--- src/sv/ckut_pkg.sv ---
// Package for the coalescing keyed update table: field widths, op codes,
// sequencer states and the slot and payload record types.
// No dependencies; every other file of the block depends on it.
package ckut_pkg;

   localparam int DATA_W        = 32;
   localparam int OP_W          = 2;
   localparam int DEFAULT_SLOTS = 24;

   typedef enum logic [OP_W-1:0] {
      OP_PUSH   = 2'd0,
      OP_POP    = 2'd1,
      OP_RESYNC = 2'd2
   } op_type;

   typedef enum logic [1:0] {
      ST_IDLE,
      ST_SCAN,
      ST_FINISH,
      ST_COMMIT
   } state_type;

   typedef struct packed {
      logic [DATA_W-1:0] key;
      logic [DATA_W-1:0] value;
      logic [DATA_W-1:0] stamp;
   } slot_type;

   typedef struct packed {
      logic [OP_W-1:0]   op;
      logic [DATA_W-1:0] key_tag;
      logic [DATA_W-1:0] value_word;
      logic [DATA_W-1:0] cursor_in;
   } req_type;

   typedef struct packed {
      logic              hit;
      logic [DATA_W-1:0] key_out;
      logic [DATA_W-1:0] value_out;
      logic [DATA_W-1:0] cursor_out;
      logic [DATA_W-1:0] head_seq;
   } rsp_type;

endpackage

--- src/sv/ckut_req_if.sv ---
// Request channel of the coalescing keyed update table: valid/ready plus the
// op, key, value and cursor payload. Depends on ckut_pkg for widths.
interface ckut_req_if;
   logic                        valid;
   logic                        ready;
   logic [ckut_pkg::OP_W-1:0]   op;
   logic [ckut_pkg::DATA_W-1:0] key_tag;
   logic [ckut_pkg::DATA_W-1:0] value_word;
   logic [ckut_pkg::DATA_W-1:0] cursor_in;

   modport source (output valid, op, key_tag, value_word, cursor_in, input ready);
   modport sink   (input valid, op, key_tag, value_word, cursor_in, output ready);
endinterface

--- src/sv/ckut_rsp_if.sv ---
// Response channel of the coalescing keyed update table: valid/ready plus the
// hit flag, popped entry, cursor and head sequence. Depends on ckut_pkg.
interface ckut_rsp_if;
   logic                        valid;
   logic                        ready;
   logic                        hit;
   logic [ckut_pkg::DATA_W-1:0] key_out;
   logic [ckut_pkg::DATA_W-1:0] value_out;
   logic [ckut_pkg::DATA_W-1:0] cursor_out;
   logic [ckut_pkg::DATA_W-1:0] head_seq;

   modport source (output valid, hit, key_out, value_out, cursor_out, head_seq,
                   input ready);
   modport sink   (input valid, hit, key_out, value_out, cursor_out, head_seq,
                   output ready);
endinterface

--- src/sv/coalescing_keyed_update_table.sv ---
// Top level of the coalescing keyed update table.
// Depends on ckut_pkg, ckut_req_if and ckut_rsp_if.
//
// The table holds SLOTS key/value slots in one synchronous memory, each slot
// stamped from a 32-bit global write sequence; a stamp of zero marks a free
// slot, and one valid bit per slot (cleared by reset) makes a never-written
// slot read as free. A push overwrites the live slot with the same key, else
// fills the lowest free slot, else evicts the oldest slot and raises the
// eviction marker; the slot then takes the next sequence number. A pop returns
// the slot with the smallest stamp above the cursor. A resync lifts a cursor
// below the eviction marker up to it. Push and pop walk the memory one slot
// per cycle through its single read port (accept, read every slot, let the
// last read land, commit); resync and the unused op go from accept straight
// to commit. One request is in flight at a time; the response sits in an
// output register, so the next request beat is taken while the previous
// response still waits.
module coalescing_keyed_update_table #(
   parameter int SLOTS = ckut_pkg::DEFAULT_SLOTS
) (
   input  logic        clock,
   input  logic        reset,
   ckut_req_if.sink    req_chan,
   ckut_rsp_if.source  rsp_chan
);
   import ckut_pkg::*;

   localparam int IDX_W = (SLOTS > 1) ? $clog2(SLOTS) : 1;
   localparam logic [IDX_W-1:0] LAST_IDX = IDX_W'(SLOTS - 1);

   // sequencer
   state_type state_ff, state_in;
   logic      req_ready;
   logic      scan_rd;
   logic      commit_go;
   logic      commit_push;
   logic      rsp_free;
   logic      req_accept;

   // latched request
   req_type req_ff, req_in;

   // scan read pipeline
   logic [IDX_W-1:0] scan_idx_ff, scan_idx_in;
   logic             rd_pend_ff;
   logic [IDX_W-1:0] rd_idx_ff;
   logic             rd_valid_ff;
   slot_type         rd_slot_ff;

   // scan accumulators
   logic              match_found_ff, match_found_in;
   logic [IDX_W-1:0]  match_idx_ff, match_idx_in;
   logic              empty_found_ff, empty_found_in;
   logic [IDX_W-1:0]  empty_idx_ff, empty_idx_in;
   logic              cand_found_ff, cand_found_in;
   logic [IDX_W-1:0]  cand_idx_ff, cand_idx_in;
   logic [DATA_W-1:0] cand_stamp_ff, cand_stamp_in;
   logic [DATA_W-1:0] cand_key_ff, cand_key_in;
   logic [DATA_W-1:0] cand_value_ff, cand_value_in;

   // table state
   slot_type          slot_mem [SLOTS];
   logic [SLOTS-1:0]  valid_ff;
   logic [DATA_W-1:0] write_seq_ff, write_seq_in;
   logic [DATA_W-1:0] mark_ff, mark_in;

   // response register
   logic    rsp_valid_ff, rsp_valid_in;
   rsp_type rsp_data_ff, rsp_data_in;

   // commit datapath
   logic [IDX_W-1:0]  dst_idx;
   logic [DATA_W-1:0] seq_next;
   logic              evict;
   logic [DATA_W-1:0] stamp_eff;
   logic              live;
   logic              smaller;
   logic              is_push;

   assign rsp_free    = !rsp_valid_ff || rsp_chan.ready;
   assign req_accept  = req_chan.valid && req_ready;
   assign is_push     = (req_ff.op == OP_PUSH);
   assign commit_push = commit_go && is_push;

   //--------------------------------------------------------------------------
   // Sequencer: next state
   //--------------------------------------------------------------------------
   always_comb begin
      state_in = state_ff;
      unique case (state_ff)
         ST_IDLE: begin
            if (req_accept) begin
               // only push and pop need the slot walk
               if (req_chan.op == OP_PUSH || req_chan.op == OP_POP) begin
                  state_in = ST_SCAN;
               end else begin
                  state_in = ST_COMMIT;
               end
            end
         end
         ST_SCAN: begin
            if (scan_idx_ff == LAST_IDX) state_in = ST_FINISH;
         end
         ST_FINISH: state_in = ST_COMMIT;
         ST_COMMIT: begin
            if (rsp_free) state_in = ST_IDLE;
         end
         default: state_in = ST_IDLE;
      endcase
   end

   //--------------------------------------------------------------------------
   // Sequencer: outputs
   //--------------------------------------------------------------------------
   always_comb begin
      req_ready = 1'b0;
      scan_rd   = 1'b0;
      commit_go = 1'b0;
      unique case (state_ff)
         ST_IDLE:   req_ready = 1'b1;
         ST_SCAN:   scan_rd   = 1'b1;
         ST_FINISH: ;
         ST_COMMIT: commit_go = rsp_free;   // hold until the output register frees
         default:   ;
      endcase
   end

   assign req_chan.ready = req_ready;

   always_ff @(posedge clock) begin
      if (reset) begin
         state_ff <= ST_IDLE;
      end else begin
         state_ff <= state_in;
      end
   end

   //--------------------------------------------------------------------------
   // Request latch and scan address
   //--------------------------------------------------------------------------
   always_comb begin
      req_in = req_ff;
      if (req_accept) begin
         req_in.op         = req_chan.op;
         req_in.key_tag    = req_chan.key_tag;
         req_in.value_word = req_chan.value_word;
         req_in.cursor_in  = req_chan.cursor_in;
      end
   end

   always_comb begin
      scan_idx_in = scan_idx_ff;
      if (req_accept) begin
         scan_idx_in = '0;
      end else if (scan_rd && scan_idx_ff != LAST_IDX) begin
         scan_idx_in = scan_idx_ff + 1'b1;
      end
   end

   always_ff @(posedge clock) begin
      req_ff      <= req_in;
      scan_idx_ff <= scan_idx_in;
      rd_idx_ff   <= scan_idx_ff;
   end

   always_ff @(posedge clock) begin
      if (reset) begin
         rd_pend_ff <= 1'b0;
      end else begin
         rd_pend_ff <= scan_rd;
      end
   end

   //--------------------------------------------------------------------------
   // Slot memory: one read port for the walk, one write port for the commit.
   // Accesses never overlap since the commit follows the walk's last read.
   //--------------------------------------------------------------------------
   always_ff @(posedge clock) begin
      if (scan_rd) begin
         rd_slot_ff  <= slot_mem[scan_idx_ff];
         rd_valid_ff <= valid_ff[scan_idx_ff];
      end
      if (commit_push) begin
         slot_mem[dst_idx] <= '{key: req_ff.key_tag, value: req_ff.value_word,
                                stamp: seq_next};
      end
   end

   always_ff @(posedge clock) begin
      if (reset) begin
         valid_ff <= '0;
      end else if (commit_push) begin
         valid_ff[dst_idx] <= 1'b1;
      end
   end

   //--------------------------------------------------------------------------
   // Walk: fold each landed slot into the match / free / oldest / best trackers.
   // A never-written slot reads as stamp zero, i.e. free.
   //--------------------------------------------------------------------------
   assign stamp_eff = rd_valid_ff ? rd_slot_ff.stamp : '0;
   assign live      = (stamp_eff != '0);
   assign smaller   = !cand_found_ff || (stamp_eff < cand_stamp_ff);

   always_comb begin
      match_found_in = match_found_ff;
      match_idx_in   = match_idx_ff;
      empty_found_in = empty_found_ff;
      empty_idx_in   = empty_idx_ff;
      cand_found_in  = cand_found_ff;
      cand_idx_in    = cand_idx_ff;
      cand_stamp_in  = cand_stamp_ff;
      cand_key_in    = cand_key_ff;
      cand_value_in  = cand_value_ff;
      if (req_accept) begin
         match_found_in = 1'b0;
         empty_found_in = 1'b0;
         cand_found_in  = 1'b0;
      end else if (rd_pend_ff) begin
         if (is_push) begin
            // once the key matches, the rest of the walk is ignored
            if (!match_found_ff) begin
               if (live && rd_slot_ff.key == req_ff.key_tag) begin
                  match_found_in = 1'b1;
                  match_idx_in   = rd_idx_ff;
               end else begin
                  if (!live && !empty_found_ff) begin
                     empty_found_in = 1'b1;
                     empty_idx_in   = rd_idx_ff;
                  end
                  if (live && smaller) begin
                     cand_found_in = 1'b1;
                     cand_idx_in   = rd_idx_ff;
                     cand_stamp_in = stamp_eff;
                  end
               end
            end
         end else if (stamp_eff > req_ff.cursor_in && smaller) begin
            cand_found_in = 1'b1;
            cand_idx_in   = rd_idx_ff;
            cand_stamp_in = stamp_eff;
            cand_key_in   = rd_slot_ff.key;
            cand_value_in = rd_slot_ff.value;
         end
      end
   end

   always_ff @(posedge clock) begin
      if (reset) begin
         match_found_ff <= 1'b0;
         empty_found_ff <= 1'b0;
         cand_found_ff  <= 1'b0;
      end else begin
         match_found_ff <= match_found_in;
         empty_found_ff <= empty_found_in;
         cand_found_ff  <= cand_found_in;
      end
   end

   always_ff @(posedge clock) begin
      match_idx_ff  <= match_idx_in;
      empty_idx_ff  <= empty_idx_in;
      cand_idx_ff   <= cand_idx_in;
      cand_stamp_ff <= cand_stamp_in;
      cand_key_ff   <= cand_key_in;
      cand_value_ff <= cand_value_in;
   end

   //--------------------------------------------------------------------------
   // Commit: pick the destination slot, advance the sequence, raise the marker.
   //--------------------------------------------------------------------------
   assign seq_next = write_seq_ff + 1'b1;
   assign evict    = !match_found_ff && !empty_found_ff;

   always_comb begin
      priority if (match_found_ff) begin
         dst_idx = match_idx_ff;
      end else if (empty_found_ff) begin
         dst_idx = empty_idx_ff;
      end else begin
         dst_idx = cand_idx_ff;
      end
   end

   always_comb begin
      write_seq_in = write_seq_ff;
      mark_in      = mark_ff;
      if (commit_push) begin
         write_seq_in = seq_next;
         if (evict && cand_stamp_ff > mark_ff) mark_in = cand_stamp_ff;
      end
   end

   always_ff @(posedge clock) begin
      if (reset) begin
         write_seq_ff <= '0;
         mark_ff      <= '0;
      end else begin
         write_seq_ff <= write_seq_in;
         mark_ff      <= mark_in;
      end
   end

   //--------------------------------------------------------------------------
   // Response register: load on commit, drop on the rsp beat.
   //--------------------------------------------------------------------------
   always_comb begin
      rsp_data_in            = rsp_data_ff;
      if (commit_go) begin
         rsp_data_in.hit        = 1'b0;
         rsp_data_in.key_out    = '0;
         rsp_data_in.value_out  = '0;
         rsp_data_in.cursor_out = req_ff.cursor_in;
         rsp_data_in.head_seq   = write_seq_ff;
         unique case (op_type'(req_ff.op))
            OP_PUSH: begin
               rsp_data_in.head_seq = seq_next;
            end
            OP_POP: begin
               if (cand_found_ff) begin
                  rsp_data_in.hit        = 1'b1;
                  rsp_data_in.key_out    = cand_key_ff;
                  rsp_data_in.value_out  = cand_value_ff;
                  rsp_data_in.cursor_out = cand_stamp_ff;
               end
            end
            OP_RESYNC: begin
               if (req_ff.cursor_in < mark_ff) begin
                  rsp_data_in.hit        = 1'b1;
                  rsp_data_in.cursor_out = mark_ff;
               end
            end
            default: ;   // unused op: no change, answer as a pop that missed
         endcase
      end
   end

   always_comb begin
      rsp_valid_in = rsp_valid_ff;
      if (commit_go) begin
         rsp_valid_in = 1'b1;
      end else if (rsp_chan.ready) begin
         rsp_valid_in = 1'b0;
      end
   end

   always_ff @(posedge clock) begin
      if (reset) begin
         rsp_valid_ff <= 1'b0;
      end else begin
         rsp_valid_ff <= rsp_valid_in;
      end
   end

   always_ff @(posedge clock) begin
      rsp_data_ff <= rsp_data_in;
   end

   assign rsp_chan.valid      = rsp_valid_ff;
   assign rsp_chan.hit        = rsp_data_ff.hit;
   assign rsp_chan.key_out    = rsp_data_ff.key_out;
   assign rsp_chan.value_out  = rsp_data_ff.value_out;
   assign rsp_chan.cursor_out = rsp_data_ff.cursor_out;
   assign rsp_chan.head_seq   = rsp_data_ff.head_seq;

   //--------------------------------------------------------------------------
   // Assertions
   //--------------------------------------------------------------------------
   // The write sequence moves only on a push commit.
   a_seq_only_on_push : assert property (@(posedge clock) disable iff (reset)
      (!$past(reset) && !$stable(write_seq_ff)) |-> $past(commit_push))
      else $error("write sequence changed without a push commit");

   // The eviction marker never falls.
   a_mark_monotonic : assert property (@(posedge clock) disable iff (reset)
      !$past(reset) |-> (mark_ff >= $past(mark_ff)))
      else $error("eviction marker decreased");

   // An accepted request leaves idle for the walk or straight for commit.
   a_accept_leaves_idle : assert property (@(posedge clock) disable iff (reset)
      req_accept |=> (state_ff == ST_SCAN || state_ff == ST_COMMIT))
      else $error("request beat did not start the sequencer");

   // A commit never overwrites a response that is still waiting.
   a_no_rsp_overrun : assert property (@(posedge clock) disable iff (reset)
      commit_go |-> (!rsp_valid_ff || rsp_chan.ready))
      else $error("response register overrun");

endmodule
--- src/flat_wrapper.sv ---
// flat-port wrapper written by rule: the top's interface ports become plain ports
module coalescing_keyed_update_table_flat import ckut_pkg::*;
#(
   parameter int SLOTS = ckut_pkg::DEFAULT_SLOTS
)
  (clock, reset, req_chan_valid, req_chan_op, req_chan_key_tag, req_chan_value_word, req_chan_cursor_in, req_chan_ready, rsp_chan_valid, rsp_chan_hit, rsp_chan_key_out, rsp_chan_value_out, rsp_chan_cursor_out, rsp_chan_head_seq, rsp_chan_ready);
  ckut_req_if req_chan_i ();
  ckut_rsp_if rsp_chan_i ();
  input  logic clock;
  input  logic reset;
  input wire logic [$bits(req_chan_i.valid)-1:0] req_chan_valid;
  input wire logic [$bits(req_chan_i.op)-1:0] req_chan_op;
  input wire logic [$bits(req_chan_i.key_tag)-1:0] req_chan_key_tag;
  input wire logic [$bits(req_chan_i.value_word)-1:0] req_chan_value_word;
  input wire logic [$bits(req_chan_i.cursor_in)-1:0] req_chan_cursor_in;
  output wire logic [$bits(req_chan_i.ready)-1:0] req_chan_ready;
  output wire logic [$bits(rsp_chan_i.valid)-1:0] rsp_chan_valid;
  output wire logic [$bits(rsp_chan_i.hit)-1:0] rsp_chan_hit;
  output wire logic [$bits(rsp_chan_i.key_out)-1:0] rsp_chan_key_out;
  output wire logic [$bits(rsp_chan_i.value_out)-1:0] rsp_chan_value_out;
  output wire logic [$bits(rsp_chan_i.cursor_out)-1:0] rsp_chan_cursor_out;
  output wire logic [$bits(rsp_chan_i.head_seq)-1:0] rsp_chan_head_seq;
  input wire logic [$bits(rsp_chan_i.ready)-1:0] rsp_chan_ready;
  assign req_chan_i.valid = req_chan_valid;
  assign req_chan_i.op = req_chan_op;
  assign req_chan_i.key_tag = req_chan_key_tag;
  assign req_chan_i.value_word = req_chan_value_word;
  assign req_chan_i.cursor_in = req_chan_cursor_in;
  assign req_chan_ready = req_chan_i.ready;
  assign rsp_chan_valid = rsp_chan_i.valid;
  assign rsp_chan_hit = rsp_chan_i.hit;
  assign rsp_chan_key_out = rsp_chan_i.key_out;
  assign rsp_chan_value_out = rsp_chan_i.value_out;
  assign rsp_chan_cursor_out = rsp_chan_i.cursor_out;
  assign rsp_chan_head_seq = rsp_chan_i.head_seq;
  assign rsp_chan_i.ready = rsp_chan_ready;
  coalescing_keyed_update_table #(.SLOTS(SLOTS)) u_core (.clock(clock), .reset(reset), .req_chan(req_chan_i), .rsp_chan(rsp_chan_i));
endmodule
--- config.mk ---
export PLATFORM = sky130hd
export DESIGN_NAME = coalescing_keyed_update_table_flat
export DESIGN_NICKNAME = d
export VERILOG_FILES = /design/src/sv/ckut_pkg.sv /design/src/sv/ckut_req_if.sv /design/src/sv/ckut_rsp_if.sv /design/src/sv/coalescing_keyed_update_table.sv /design/src/flat_wrapper.sv
export SDC_FILE = /design/constraint.sdc
export NUM_CORES = 2
export LEC_CHECK = 0
export ABC_CLOCK_PERIOD_IN_PS = 8000
export BUFFER_PORTS_ARGS = -buffer_cell sky130_fd_sc_hd__buf_4
export CAP_MARGIN = 30
export CORE_MARGIN = 8
export CORE_UTILIZATION = 65
export CTS_BUF_LIST = sky130_fd_sc_hd__clkbuf_2 sky130_fd_sc_hd__clkbuf_4 sky130_fd_sc_hd__clkbuf_8
export DETAILED_ROUTE_END_ITERATION = 6
export GPL_ROUTABILITY_DRIVEN = 0
export PLACE_DENSITY = 0.8
export SYNTH_ARGS = -nofsm -noshare
export SYNTH_HDL_FRONTEND = slang
export SYNTH_SLANG_ARGS = --single-unit
--- constraint.sdc ---
create_clock -name clock -period 8 [get_ports clock]
set_input_delay 0 -clock clock [delete_from_list [all_inputs] [get_ports clock]]
set_output_delay 0 -clock clock [all_outputs]
set_load 0.05 [all_outputs]
==> flow_summary.json <==
{
  "status": "finished clean",
  "clk_latency_ns": 1.11,
  "first_pass_iters": 6,
  "globalRouteMet1Util": 0.384,
  "synth_cell_types": 66,
  "cts-buffers-inserted": 445,
  "grt_max_degree": 145,
  "worstSetupEndpointType": "flip-flop",
  "synth_edf_count": 2739,
  "synth.avg_cell_area_um2": 21.2,
  "via_count": 57300,
  "cp_max_fo": 46,
  "synth_area_um2": 110000,
  "grt_pass1_vias": 58800,
  "hpwlAfterDp_mm": 137,
  "hold_slack_ns": 0.161,
  "antenna_found_initial": 7,
  "antenna_left": 0,
  "first_iter_violations": 8199,
  "path_clk_slew_ns": 0.06,
  "finalSetupTns_ns": 0,
  "dieArea_um2": 183000,
  "rr_worst_depth": 7,
  "stdcell_count": 8531,
  "hold_depth": 3,
  "synth_area_leader_cell": "edfxtp_1",
  "use_met3": 0.0603,
  "clockRootBuffer": "clkbuf_8",
  "synthFlopType": "edfxtp_1",
  "grt_busiest_layer": "met2",
  "layout-drive-gt1-share": 0.282,
  "crit_path_cell_trace": "inv_1 -> ha_1 -> and3_1 -> and2_1 -> nand2_1 -> nor2_4 -> buf_4",
  "multi_input_area_um2": 24700,
  "pin_count": 233,
  "hp-start": "req_chan_key_tag[31]",
  "hold_path_end": "u_core.req_ff[95]",
  "crit_type": "reg2reg",
  "vdd_drop_max_mv": 0.212,
  "timing.rr.start": "u_core.req_ff[96]",
  "fin_skew_ns": 0.121,
  "regMostFlops": "u_core.slot_mem",
  "placed_area_um2": 115000,
  "ys_seq_area_frac": 0.764,
  "synth_nets": 5445,
  "cpPeakStageDelay_ns": 0.99,
  "tightest_slew_ns": 1.08,
  "synth_cells": 5210,
  "dpl.cell_count": 7521,
  "layout_common_cells": "edfxtp_1 (2739), mux4_2 (679), clkbuf_8 (466)",
  "fillers": 8569,
  "fin_crit_sh": 0.631,
  "fp.dieW_um": 428,
  "rsz0062_at_grt": "false",
  "rows": 151,
  "max_freq_mhz": 198,
  "port_buffers": 232,
  "grt_util_met2": 0.475,
  "cts-htree-levels": 5,
  "crit_required_ns": 8.66,
  "initial_core_util": 0.653,
  "largest_register_ffs": 2304,
  "synthArstFlopShare": 0,
  "power.density_nw_per_um2": 278,
  "final_common_cell": "edfxtp_1",
  "p_leak_nw": 42.5,
  "drv_slew": 0,
  "min_path_type": "in2reg",
  "grt_usage": 0.289,
  "fin_nets": 6192,
  "start_kind": "flip-flop",
  "yosysWarningCount": 0,
  "maxCapViolCount": 0,
  "grt_pass1_wl_mm": 391,
  "wl_per_cell_um": 31.5,
  "slowest_stage": "and3_1",
  "r2r_end": "u_core.slot_mem[0][76]",
  "clockBufferDepth": 4,
  "drcViolationCount": 0,
  "core_um2": 169000,
  "setup_viol": 0,
  "register_area_um2": 84400,
  "ys_top_cells_by_area": "edfxtp_1 (74%), mux4_2 (14%), dfxtp_1 (1.9%), ha_1 (1.5%), mux2i_1 (1.2%)",
  "grt_remaining_overflow": 0,
  "avgViaCountPerCell": 6.71,
  "largest_registers": "u_core.slot_mem x2304, u_core.req_ff x98, u_core.rd_slot_ff x96",
  "fin_crit_ns": 5.05,
  "cts_tree": "yes",
  "cts_num_sinks": 2844,
  "routed_wl_mm": 269,
  "ys_ff_latch": 2844,
  "areaGrowthSynthToFinish_pct": 14.1,
  "r2r_setup_slack_ns": 2.95,
  "hold_violations": 0,
  "max_slew_margin": 0.277,
  "total_power_w": 0.0350,
  "die_h_um": 428,
  "final_cell_area_um2": 126000,
  "critPathArrivalTime_ns": 5.71,
  "synth_top_area_share": 0.745
}
==> critical path, delay by kind of cell, from the launching register on <==
kind          cells  cell delay, ns
fa+ha+maj         1            0.70
flops             1            0.40
buf+inv           2            0.98
simple gates      4            2.53
==> layer usage <==
layer,up-vias,routed length (um)
li1,23000,-
met1,29200,95000
met2,4359,133000
met3,751,29400
met4,4,12100
met5,-,30
==> worst max-delay path by stage <==
stage / from / to / slack (ns) / cells past startpoint
after detailed placement: u_core.req_ff[96] / u_core.slot_mem[0][74] / 2.98 / 7
final: u_core.req_ff[96] / u_core.slot_mem[0][76] / 2.95 / 7
after global placement: u_core.rd_slot_ff[3] / u_core.cand_stamp_ff[25] / 2.79 / 7
after floorplan: u_core.empty_found_ff / u_core.slot_mem[21][0] / 2.02 / 6
after CTS: u_core.req_ff[96] / u_core.slot_mem[0][3] / 3.01 / 7
after global routing: u_core.req_ff[96] / u_core.slot_mem[0][3] / 2.81 / 7
==> per-stage QoR <==
| step | worst slack, ns | util |
|---|---|---|
| after global placement | 2.79 | 0.681 |
| after detailed placement | 2.98 | 0.682 |
| after global routing | 2.81 | 0.745 |
| final | 2.95 | 0.745 |
| after CTS | 3.01 | 0.745 |
| after floorplan | 2.02 | - |
==> synth_stat cells (all sizes together) (4+ instances only) <==
| library cell | number |
|---|---|
| a31oi | 4 |
| o21ai | 29 |
| mux4 | 679 |
| mux2i | 136 |
| a21oi | 175 |
| a21o | 20 |
| nand2b | 67 |
| o21a | 6 |
| nor3 | 11 |
| a221o | 33 |
| or3 | 8 |
| nand3 | 27 |
| nand2 | 83 |
| edfxtp | 2739 |
| buf | 121 |
| nor4 | 22 |
| o21ba | 8 |
| nand4 | 28 |
| and2 | 39 |
| inv | 109 |
| and3 | 87 |
| a211oi | 10 |
| dfxtp | 105 |
| nor2 | 219 |
| clkbuf | 143 |
| xnor2 | 42 |
| ha | 133 |
| and4 | 7 |
| nor2b | 5 |
| xor2 | 78 |
==> cells by family (layout without fill, tap and decap cells) <==
kind of cell / Yosys count / after routing / share of synthesized area
flip-flops: 2844 / 2844 / 0.764
AO/OA/AOI/OAI: 308 / 308 / 0.0175
AND/OR/NAND/NOR: 612 / 612 / 0.0282
XOR/XNOR: 120 / 120 / 0.00952
buffers and inverters: 374 / 1474 / 0.0146
adder cells (fa/ha/maj): 134 / 134 / 0.0152
other: 0 / 3 / 0
multiplexers: 818 / 818 / 0.151
==> what timing repair did <==
| item | 4_1_cts | 5_1_grt |
|---|---|---|
| setup buffers | 0 | 0 |
| gates resized for setup | 0 | 0 |
| hold endpoints to repair | 302 | 0 |
| hold buffers | 204 | 0 |
==> cell type report <==
cell class | instances | share of cell area
antenna | 3 | 0.0000596
clock buffer | 597 | 0.0587
clock inverter | 203 | 0.00948
inverter | 110 | 0.00332
multi-input combinational | 1992 | 0.196
sequential | 2844 | 0.669
tap | 2218 | 0.0220
timing repair buffer | 564 | 0.0410
==> report_power, final <==
group / switching [W] / internal [W] / total, W
sequential: 0.000696 / 0.0173 / 0.0180
clock: 0.00553 / 0.00637 / 0.0119
combinational: 0.00283 / 0.00229 / 0.00512
total: 0.00906 / 0.0260 / 0.0350
Power figures use the tool's default switching activity.
